**src/sv/swt3q_pkg.sv**
```systemverilog
// ---------------------------------------------------------------------------
// swt3q_pkg: shared types and codes of the ranked stack
// result kinds, request modes and the controller/datapath interface structs
// ---------------------------------------------------------------------------
package swt3q_pkg;

	// request modes
	typedef enum logic [1:0] {
		MODE_PUSH = 2'd0,
		MODE_POP  = 2'd1,
		MODE_LIST = 2'd2,
		MODE_RANK = 2'd3
	} mode_t;

	// result kinds
	typedef enum logic [2:0] {
		KIND_PUSH  = 3'd0,
		KIND_POP   = 3'd1,
		KIND_LIST  = 3'd2,
		KIND_RANK  = 3'd3,
		KIND_EMPTY = 3'd4,
		KIND_FULL  = 3'd5
	} kind_t;

	// read address select
	typedef enum logic [1:0] {
		RD_TOP  = 2'd0,
		RD_ZERO = 2'd1,
		RD_DOWN = 2'd2,
		RD_UP   = 2'd3
	} rd_sel_t;

	typedef struct packed {
		logic [15:0]        tag;
		logic signed [15:0] score;
	} entry_t;

	// controller to datapath
	typedef struct packed {
		logic    push_en;
		logic    full_en;
		logic    empty_en;
		logic    rd_en;
		rd_sel_t rd_sel;
		logic    pop_emit;
		logic    list_emit;
		logic    scan_en;
		logic    rank_init;
		logic    rank_emit;
	} cmd_t;

	// datapath to controller
	typedef struct packed {
		logic empty;
		logic full;
		logic ptr_zero;
		logic ptr_end;
		logic pass_last;
	} sts_t;

endpackage

```
**src/sv/swt3q_ctrl.sv**
```systemverilog
// ---------------------------------------------------------------------------
// swt3q_ctrl: request sequencer
// decodes requests and steps the datapath through pop, list and ranking scans
// ---------------------------------------------------------------------------
module swt3q_ctrl (
	input  logic              clk,
	input  logic              arst_n,
	input  logic              start,
	input  logic [1:0]        mode,
	input  swt3q_pkg::sts_t   sts,
	output swt3q_pkg::cmd_t   cmd,
	output logic              busy
);

	typedef enum logic [2:0] {
		ST_IDLE,
		ST_POP,
		ST_LIST,
		ST_SCAN,
		ST_EMIT
	} state_t;

	state_t state_q;
	state_t state_d;
	logic   busy_q;

	always_comb begin
		cmd        = '0;
		cmd.rd_sel = swt3q_pkg::RD_ZERO;
		state_d    = state_q;
		case (state_q)
			ST_IDLE: begin
				if (start) begin
					if (mode == swt3q_pkg::MODE_PUSH) begin
						cmd.push_en = !sts.full;
						cmd.full_en = sts.full;
					end else if (sts.empty) begin
						cmd.empty_en = 1'b1;
					end else if (mode == swt3q_pkg::MODE_RANK) begin
						cmd.rd_en     = 1'b1;
						cmd.rd_sel    = swt3q_pkg::RD_ZERO;
						cmd.rank_init = 1'b1;
						state_d       = ST_SCAN;
					end else begin
						cmd.rd_en  = 1'b1;
						cmd.rd_sel = swt3q_pkg::RD_TOP;
						state_d    = (mode == swt3q_pkg::MODE_POP) ? ST_POP : ST_LIST;
					end
				end
			end
			ST_POP: begin
				cmd.pop_emit = 1'b1;
				state_d      = ST_IDLE;
			end
			ST_LIST: begin
				cmd.list_emit = 1'b1;
				if (sts.ptr_zero) begin
					state_d = ST_IDLE;
				end else begin
					cmd.rd_en  = 1'b1;
					cmd.rd_sel = swt3q_pkg::RD_DOWN;
				end
			end
			ST_SCAN: begin
				cmd.scan_en = 1'b1;
				if (sts.ptr_end) begin
					state_d = ST_EMIT;
				end else begin
					cmd.rd_en  = 1'b1;
					cmd.rd_sel = swt3q_pkg::RD_UP;
				end
			end
			ST_EMIT: begin
				cmd.rank_emit = 1'b1;
				if (sts.pass_last) begin
					state_d = ST_IDLE;
				end else begin
					cmd.rd_en  = 1'b1;
					cmd.rd_sel = swt3q_pkg::RD_ZERO;
					state_d    = ST_SCAN;
				end
			end
			default: begin
				state_d = ST_IDLE;
			end
		endcase
	end

	always_ff @(posedge clk or negedge arst_n) begin
		if (!arst_n) begin
			state_q <= ST_IDLE;
			busy_q  <= 1'b0;
		end else begin
			state_q <= state_d;
			busy_q  <= (state_d != ST_IDLE);
		end
	end

	assign busy = busy_q;

endmodule

```
**src/sv/swt3q_dpath.sv**
```systemverilog
// ---------------------------------------------------------------------------
// swt3q_dpath: entry memory, stack count, scan pointer and result registers
// one write and one registered read port on the entry memory
// ---------------------------------------------------------------------------
module swt3q_dpath #(
	parameter int DEPTH = 16,
	parameter int TOP_K = 3
) (
	input  logic                clk,
	input  logic                arst_n,
	input  swt3q_pkg::cmd_t     cmd,
	output swt3q_pkg::sts_t     sts,
	input  logic [15:0]         name_tag,
	input  logic signed [15:0]  score,
	output logic                strobe,
	output logic [2:0]          kind,
	output logic [15:0]         out_tag,
	output logic signed [15:0]  out_score,
	output logic                last
);

	localparam int AW = $clog2(DEPTH);
	localparam int CW = $clog2(DEPTH + 1);
	localparam int PW = (TOP_K > 1) ? $clog2(TOP_K) : 1;

	swt3q_pkg::entry_t mem [DEPTH];
	swt3q_pkg::entry_t rdata_q;
	swt3q_pkg::entry_t best_q;
	logic [AW-1:0]     bidx_q;
	logic              found_q;
	logic [CW-1:0]     count_q;
	logic [CW-1:0]     count_m1;
	logic [AW-1:0]     ptr_q;
	logic [AW-1:0]     raddr;
	logic [PW-1:0]     pass_q;
	logic [DEPTH-1:0]  taken_q;
	logic              strobe_q;
	swt3q_pkg::kind_t  kind_q;
	logic [15:0]       tag_q;
	logic signed [15:0] score_q;
	logic              last_q;

	assign count_m1 = count_q - CW'(1);

	always_comb begin
		case (cmd.rd_sel)
			swt3q_pkg::RD_TOP:  raddr = count_m1[AW-1:0];
			swt3q_pkg::RD_ZERO: raddr = '0;
			swt3q_pkg::RD_DOWN: raddr = ptr_q - AW'(1);
			swt3q_pkg::RD_UP:   raddr = ptr_q + AW'(1);
			default:            raddr = '0;
		endcase
	end

	assign sts.empty     = (count_q == '0);
	assign sts.full      = (count_q == CW'(DEPTH));
	assign sts.ptr_zero  = (ptr_q == '0);
	assign sts.ptr_end   = (CW'(ptr_q) == count_m1);
	assign sts.pass_last = ((CW'(pass_q) + CW'(1)) == count_q) ||
		(pass_q == PW'(TOP_K - 1));

	// entry memory
	always_ff @(posedge clk) begin
		if (cmd.push_en) begin
			mem[count_q[AW-1:0]] <= '{tag: name_tag, score: score};
		end
		if (cmd.rd_en) begin
			rdata_q <= mem[raddr];
		end
	end

	// stack count and ranking control
	always_ff @(posedge clk or negedge arst_n) begin
		if (!arst_n) begin
			count_q <= '0;
			ptr_q   <= '0;
			pass_q  <= '0;
			found_q <= 1'b0;
			taken_q <= '0;
		end else begin
			if (cmd.push_en) begin
				count_q <= count_q + CW'(1);
			end else if (cmd.pop_emit) begin
				count_q <= count_m1;
			end
			if (cmd.rd_en) begin
				ptr_q <= raddr;
			end
			if (cmd.rank_init) begin
				pass_q  <= '0;
				found_q <= 1'b0;
				taken_q <= '0;
			end else if (cmd.rank_emit) begin
				pass_q          <= pass_q + PW'(1);
				found_q         <= 1'b0;
				taken_q[bidx_q] <= 1'b1;
			end else if (cmd.scan_en && !taken_q[ptr_q] &&
				(!found_q || ($signed(rdata_q.score) > $signed(best_q.score)))) begin
				found_q <= 1'b1;
			end
		end
	end

	// best candidate of the running pass; strict compare keeps the older entry
	always_ff @(posedge clk) begin
		if (cmd.scan_en && !taken_q[ptr_q] &&
			(!found_q || ($signed(rdata_q.score) > $signed(best_q.score)))) begin
			best_q <= rdata_q;
			bidx_q <= ptr_q;
		end
	end

	// result registers
	always_ff @(posedge clk or negedge arst_n) begin
		if (!arst_n) begin
			strobe_q <= 1'b0;
		end else begin
			strobe_q <= cmd.push_en | cmd.full_en | cmd.empty_en |
				cmd.pop_emit | cmd.list_emit | cmd.rank_emit;
		end
	end

	always_ff @(posedge clk) begin
		if (cmd.push_en || cmd.full_en) begin
			kind_q  <= cmd.push_en ? swt3q_pkg::KIND_PUSH : swt3q_pkg::KIND_FULL;
			tag_q   <= name_tag;
			score_q <= score;
			last_q  <= 1'b1;
		end else if (cmd.empty_en) begin
			kind_q  <= swt3q_pkg::KIND_EMPTY;
			tag_q   <= '0;
			score_q <= '0;
			last_q  <= 1'b1;
		end else if (cmd.pop_emit || cmd.list_emit) begin
			kind_q  <= cmd.pop_emit ? swt3q_pkg::KIND_POP : swt3q_pkg::KIND_LIST;
			tag_q   <= rdata_q.tag;
			score_q <= rdata_q.score;
			last_q  <= cmd.pop_emit | sts.ptr_zero;
		end else if (cmd.rank_emit) begin
			kind_q  <= swt3q_pkg::KIND_RANK;
			tag_q   <= best_q.tag;
			score_q <= best_q.score;
			last_q  <= sts.pass_last;
		end
	end

	assign strobe    = strobe_q;
	assign kind      = kind_q;
	assign out_tag   = tag_q;
	assign out_score = score_q;
	assign last      = last_q;

endmodule

```
**src/sv/stack_with_top3_query_top.sv**
```systemverilog
// ---------------------------------------------------------------------------
// stack_with_top3_query_top: bounded stack of tagged scores with top-k ranking
//
// requests: start with mode, name_tag and score; a request is taken at a rising
//   edge with start high and busy low
// results: strobe marks one result for exactly one cycle on kind, out_tag,
//   out_score and last; last flags the final result of a request's run
// timing: a push, or any request on an empty stack, strobes its result in the
//   cycle right after the accepting edge; pop and list results follow the entry
//   read and the pop or list state; the first ranked result follows a scan of the stored entries and an emit state
// occupancy: push (and any request on an empty stack) leaves busy low; pop and
//   list hold busy until their last result; top-k holds busy for min(count, TOP_K)
//   passes, each pass a scan of the stored entries through the entry memory's
//   single registered read port plus an emit state
// reset: arst_n empties the stack and drops any result in flight; stored
//   entries are not cleared and need no clearing pass
// the receiver cannot stall, so results are never held back
// ---------------------------------------------------------------------------
module stack_with_top3_query_top #(
	parameter int DEPTH = 16,
	parameter int TOP_K = 3
) (
	input  logic               clk,
	input  logic               arst_n,
	input  logic               start,
	output logic               busy,
	input  logic [1:0]         mode,
	input  logic [15:0]        name_tag,
	input  logic signed [15:0] score,
	output logic               strobe,
	output logic [2:0]         kind,
	output logic [15:0]        out_tag,
	output logic signed [15:0] out_score,
	output logic               last
);

	// command and status between sequencer and datapath
	swt3q_pkg::cmd_t cmd;
	swt3q_pkg::sts_t sts;

	// sequencer: request decode, list walk and ranking passes
	swt3q_ctrl u_ctrl (
		.clk    (clk),
		.arst_n (arst_n),
		.start  (start),
		.mode   (mode),
		.sts    (sts),
		.cmd    (cmd),
		.busy   (busy)
	);

	// datapath: entry memory, count, scan state and result registers
	swt3q_dpath #(
		.DEPTH (DEPTH),
		.TOP_K (TOP_K)
	) u_dpath (
		.clk       (clk),
		.arst_n    (arst_n),
		.cmd       (cmd),
		.sts       (sts),
		.name_tag  (name_tag),
		.score     (score),
		.strobe    (strobe),
		.kind      (kind),
		.out_tag   (out_tag),
		.out_score (out_score),
		.last      (last)
	);

endmodule

```
**config.mk**
```make
export PLATFORM = sky130hd
export DESIGN_NAME = stack_with_top3_query_top
export DESIGN_NICKNAME = d
export VERILOG_FILES = /design/src/sv/swt3q_pkg.sv /design/src/sv/swt3q_ctrl.sv /design/src/sv/swt3q_dpath.sv /design/src/sv/stack_with_top3_query_top.sv
export SDC_FILE = /design/constraint.sdc
export NUM_CORES = 1
export LEC_CHECK = 0
export ABC_AREA = 0
export BUFFER_PORTS_ARGS = -buffer_cell sky130_fd_sc_hd__buf_2
export CORE_MARGIN = 4
export CORE_UTILIZATION = 40
export DETAILED_ROUTE_END_ITERATION = 8
export PLACE_DENSITY_LB_ADDON = 0.15
export RECOVER_POWER = 50
export SYNTH_ARGS = -nofsm -noshare
export SYNTH_HDL_FRONTEND = slang
export SYNTH_HIERARCHICAL = 1
export SYNTH_SLANG_ARGS = --single-unit
```
**constraint.sdc**
```tcl
create_clock -name clk -period 12.2 [get_ports clk]
set_input_delay 1.83 -clock clk [delete_from_list [all_inputs] [get_ports clk]]
set_output_delay 1.83 -clock clk [all_outputs]
set_load 0.02 [all_outputs]
```
==> impl_metrics.yaml, run 1 <==
timing:
  min_period_ns: 5.946
  rsz0062_at_grt: "false"
  whs_ns: 0.4523
  hold_violations: 0
  finalSetupViolCount: 0
  relSlewSlack_pct: -98.17
  worstMarginPinSlew_ns: 2.973
  setup_tns_ns: 0
  slew_violations: 108
  skew_ns: 0.02797
  layout_setup_ws_ns: 6.254
  max_freq_mhz: 168.2
  finalCritPeriodShare_pct: 48.74
global_route:
  use_met2_pct: 27.39
  antenna_found_initial: 4
  grt_pass1_wl_mm: 89.69
  overflow: 0
  grt-busiest-layer: "met2"
  use_met3_pct: 3.014
  track_usage_pct: 17.17
  grt_max_degree: 131
  grt_pass1_vias: 13460
  use_met1_pct: 24.77
critical_path:
  cp_data_arrival_time_ns: 6.39
  cp_top_family: "compound AO/OA/AOI/OAI gates"
  cp_num_buf_inv: 2
  max_stage_delay_ns: 0.85
  critical_path.max_fanout: 46
  critical_path.cell_chain: "inv_1 > ha_1 > o21ai_0 > nor2_1 > a211oi_1 > a41oi_1 > nor4_1 > mux2i_1 > and2_1 > nand2_1 > ha_1 > xor2_1 > a21oi_4 > buf_4 > mux4_1 > mux2i_1"
  worst_setup_path_end_kind: "flop"
  worstSetupStartpointType: "flop"
  rrSetupSlack_ns: 6.25
  critical_path_class: "reg2reg"
  critical-path-slowest-cell: "buf_4"
  crit_required_ns: 12.64
hold_path:
  hold_class: "reg2reg"
yosys:
  ys_seq_area_share_pct: 72.08
  synth_edf_count: 615
  synth_fp_nets: 1558
  ys_types: 64
  mappedNetlistArea_sq_um: 26790
  ys_ff_latch: 649
  async_reset_ff_share_pct: 5.085
  yosys_warnings: 6
  synth_flop_cell: "edfxtp_1"
  syn_avg_cell_area_sq_um: 17.92
  syn_inst: 1495
routing:
  routedWlPerCell_um: 24.36
  drt-total-wl_mm: 61.30
  via_count: 13310
  viasPerCell: 5.288
  drc: 0
  drt_iter0_markers: 977
  ant_nets: 0
  dr.pass1.iters: 5
finish:
  finalNetCount: 1662
  final_core_util_pct: 45.75
  final_common_cell: "edfxtp_1"
  most-common-layout-cells: "615 x edfxtp_1, 421 x mux2i_1, 88 x clkbuf_1, 74 x clkbuf_16, 55 x nand2_1"
  syn2layout_area_growth_pct: 12.86
  drive_gt1_share_pct: 11.39
  final_cells: 2517
placed_design:
  io_buffer_count: 74
  dp_hpwl_mm: 30.40
  gp_congestion: 0.7530
  preCtsSetupSlack_ns: 6.235
  place_inst: 2390
power:
  power.leakage_uw: 0.01117
  power.density_nw_per_um2: 300.1
  vdd.ir_drop.worst_mv: 0.4451
cts:
  cts_setup_buffers: 0
  clock_sinks: 649
  clock_path_buffers: 3
  clk_pin_slew_ns: 0.06
  clkLatencyLatePin_ns: 0.61
  htree_levels: 3
  cts-buffers-inserted: 71
  cts_root_buf: "clkbuf_16"
  ctsHoldBuffers: 0
  cts_resized: 0
  tritoncts: "yes"
die:
  die_w_um: 266.8
  die_area_sq_um: 71190
  num_rows: 94
  start_util_pct: 40.54
  fp.dieH_um: 266.8
  io_pins: 75
  core_area_sq_um: 66100
status:
  status: "finished with violations"
  violations: "capacitance limit, slew limit"
flow_run:
  cap_violations: 4
==> metal layers <==
layer  routed length (um)  up-vias
li1                     -     6042
met1                29170     6934
met3                 2369       82
met4                 1046        2
met5                   12        -
met2                28700      249
==> final timing paths <==
path | from | to | cells after the start
setup reg to reg | u_dpath/count_q[0] | u_dpath/rdata_q[4] | 16
max in group asynchronous | arst_n | u_dpath/count_q[4] | 1
min in group asynchronous | arst_n | u_dpath/taken_q[15] | 1
hold / removal | u_dpath/rdata_q[27] | u_dpath/best_q[27] | 0
setup / recovery | u_dpath/count_q[0] | u_dpath/rdata_q[4] | 16
hold reg to reg | u_dpath/rdata_q[27] | u_dpath/best_q[27] | 0
==> logic make-up (layout without fill, tap and decap cells) <==
group	Yosys count	in the layout	synth area share [%]
mux	461	461	19.10
xor+xnor	16	16	0.5230
compound gates	87	87	1.919
flops	649	649	72.08
fa+ha+maj	26	26	1.242
other cells	0	3	0
simple gates	154	154	2.662
buf+inv	102	257	2.470
==> stage by stage <==
step	area (sq um)	total power, uW
3_5_place_dp	28130	7128
2_1_floorplan	26790	6271
6_report	30240	9075
5_1_grt	30240	9559
3_3_place_gp	28130	7078
4_1_cts	30360	9230
==> layout make-up <==
type                            count  area (sq um)
Fill cell                        5735         35860
Sequential cell                   649         19310
Multi-Input combinational cell    744          6967
Clock buffer                       91          1936
Tap cell                          864          1081
Timing Repair Buffer              104         526.8
Clock inverter                     33         300.3
Inverter                           29         108.9
Antenna cell                        3         7.507
==> power breakdown <==
group          switching (uW)  leakage (uW)  internal [uW]
combinational            2220       0.00405           1760
clock                     844       0.00111           1230
sequential                165       0.00601           2860
total                    3230        0.0112           5850
==> sequential cells by signal, indices dropped and copies added (netlist names) <==
signal and flops:
u_ctrl/busy 1, u_ctrl/state_q 3, u_dpath/best_q 32, u_dpath/bidx_q 4, u_dpath/count_q 5, u_dpath/found_q 1, u_dpath/kind 3, u_dpath/last 1
u_dpath/mem 512, u_dpath/out_score 16, u_dpath/out_tag 16, u_dpath/pass_q 2, u_dpath/ptr_q 4, u_dpath/rdata_q 32, u_dpath/strobe 1, u_dpath/taken_q 16
==> synth_stat cells, drive strengths merged (11+ instances only) <==
master  instances  area, sq um
o21ai          39        206.5
clkbuf         20        80.07
a21oi          26        137.6
nand2          55        206.5
dfrtp          33        825.8
mux4           36        855.8
ha             25        312.8
edfxtp        615        18470
nor2           55        209.0
inv            29        108.9
xnor2          11        96.34
buf            53        473.0
mux2i         421         4214
(Power assumes the default switching activity.)
==> run 2, diff against run 1 <==
==> constraint.sdc (replaced) <==
create_clock -name clk -period 4.97 [get_ports clk]
set_input_delay 0.7455 -clock clk [delete_from_list [all_inputs] [get_ports clk]]
set_output_delay 0.7455 -clock clk [all_outputs]
set_load 0.02 [all_outputs]
==> impl_metrics.yaml, run 2 (synthesized netlist as in run 1, its figures left out) <==
status:
  status: "finished with violations"
  violations: "capacitance limit, slew limit"
global_route:
  grt_pass1_vias: 13730
  grt_pass1_wl_mm: 92.26
  grt_max_degree: 53
  antenna_found_initial: 2
  overflow: 0
  track_usage_pct: 17.55
timing:
  worstMarginPinSlew_ns: 2.065
  hold_violations: 0
  relSlewSlack_pct: -38.72
  setup_tns_ns: 0
  slew_violations: 54
  rsz0062_at_grt: "false"
  layout_setup_ws_ns: 0.3542
  finalCritPeriodShare_pct: 92.87
  finalSetupViolCount: 0
  skew_ns: 0.02843
  min_period_ns: 4.616
  max_freq_mhz: 216.6
critical_path:
  critical_path.cell_chain: "inv_1 > ha_1 > o21ai_0 > nor2_1 > a211oi_1 > a41oi_1 > nor4_1 > mux2i_1 > and2_1 > nand2_1 > ha_1 > a21o_1 > a21oi_2 > mux2i_1 > mux2_8 > buf_4 > mux4_2 > mux2i_1"
  cp_num_buf_inv: 2
  critical_path.max_fanout: 27
  crit_required_ns: 5.43
  critical_path_class: "reg2reg"
  worst_setup_path_end_kind: "flop"
  cp_top_family: "multiplexers"
  crit_path_frequent_cell: "mux2i_1"
  max_stage_delay_ns: 0.55
  critical-path-slowest-cell: "mux2_8"
  cp_data_arrival_time_ns: 5.07
  worstSetupStartpointType: "flop"
finish:
  syn2layout_area_growth_pct: 14.56
  drive_gt1_share_pct: 12.34
  most-common-layout-cells: "615 x edfxtp_1, 421 x mux2i_1, 91 x clkbuf_1, 75 x clkbuf_16, 55 x nand2_1"
  final_common_cell: "edfxtp_1"
  finalNetCount: 1684
  largest_register_ffs: 512
  final_cells: 2543
power:
  vdd.ir_drop.worst_mv: 0.5463
  switchingPower_uw: 8100
  power.leakage_uw: 0.01137
  p_clk_share_pct: 23.0
  p_comb_share_pct: 44.6
  seqPwrFrac_pct: 32.4
  power.density_nw_per_um2: 742.9
  switching_share_pct: 35.52
  internal_power_uw: 14700
cts:
  clk_pin_slew_ns: 0.06
  cts_root_buf: "clkbuf_16"
  htree_levels: 3
  clock_sinks: 649
  ctsHoldBuffers: 0
  tritoncts: "yes"
  clock_path_buffers: 3
  clkLatencyLatePin_ns: 0.62
  cts_setup_buffers: 0
  cts-buffers-inserted: 72
  cts_resized: 0
hold_path:
  hold_class: "reg2reg"
placed_design:
  gp_congestion: 0.7576
  place_inst: 2411
  io_buffer_count: 74
  dp_hpwl_mm: 34.22
  preCtsSetupSlack_ns: 0.3132
die:
  io_pins: 75
  die_area_sq_um: 71190
  die_w_um: 266.8
  num_rows: 94
  core_area_sq_um: 66100
  fp.dieH_um: 266.8
  start_util_pct: 40.54
routing:
  via_count: 13410
  viasPerCell: 5.274
  dr.pass1.iters: 4
  drt-total-wl_mm: 61.93
  routedWlPerCell_um: 24.35
  drt_iter0_markers: 800
  drc: 0
  ant_nets: 0
flow_run:
  cap_violations: 2
==> run 2: changes by cell type in the layout (fill, tap and decap cells not counted), moves of 3 or more <==
| cell | change |
|---|---|
| buf_4 | +6 |
| clkinv_2 | -5 |
| clkbuf_1 | +3 |
| clkinv_1 | +6 |
| buf_12 | +14 |
==> run 2: stage by stage <==
stage,util (%),power (uW),area (sq um),hold slack (ns)
floorplan,-,15390,26790,0.4257
CTS,46.58,23170,30790,0.2078
global route,46.44,24040,30690,0.4453
detailed placement,43.06,17840,28460,0.4414
global placement,43.06,17740,28460,0.4340
finish,46.44,22800,30700,0.4443
==> run 2: power groups by stage <==
stage / Sequential, uW / Combinational (uW) / Clock [uW]
2_1_floorplan: 7570 / 7830 / 0
3_3_place_gp: 7490 / 10300 / 0
3_5_place_dp: 7490 / 10300 / 0
4_1_cts: 7390 / 10400 / 5410
5_1_grt: 7470 / 10900 / 5640
6_report: 7390 / 10200 / 5240
==> run 2: layout make-up <==
class                      instances  area (sq um)
clock inverter                    37         370.4
antenna                            1         2.502
tap                              864          1081
sequential                       649         19310
clock buffer                      94          1958
inverter                          29         108.9
multi-input combinational        744          7005
timing repair buffer             125         857.1
fill                            5665         35400
==> run 2: routing by layer <==
metal	wire length, um	share of wire (%)	global-route usage [%]	vias to the layer above
met5	0	0	0	-
met4	1519	2.5	4.911	0
met3	2455	4.0	3.143	101
met2	28360	46	27.35	270
met1	29590	48	25.55	6957
li1	-	-	-	6085
==> run 2: worst paths after layout <==
path                                            end                 from  slack, ns  cells past startpoint
worst max register to register  u_dpath/rdata_q[26]   u_dpath/count_q[1]       0.35                     18
min in group asynchronous       u_dpath/taken_q[12]               arst_n       0.65                      1
worst min register to register   u_dpath/best_q[29]  u_dpath/rdata_q[29]       0.44                      0
worst max-delay path            u_dpath/rdata_q[26]   u_dpath/count_q[1]       0.35                     18
max in group asynchronous            u_dpath/strobe               arst_n       3.25                      1
worst min-delay path             u_dpath/best_q[29]  u_dpath/rdata_q[29]       0.44                      0
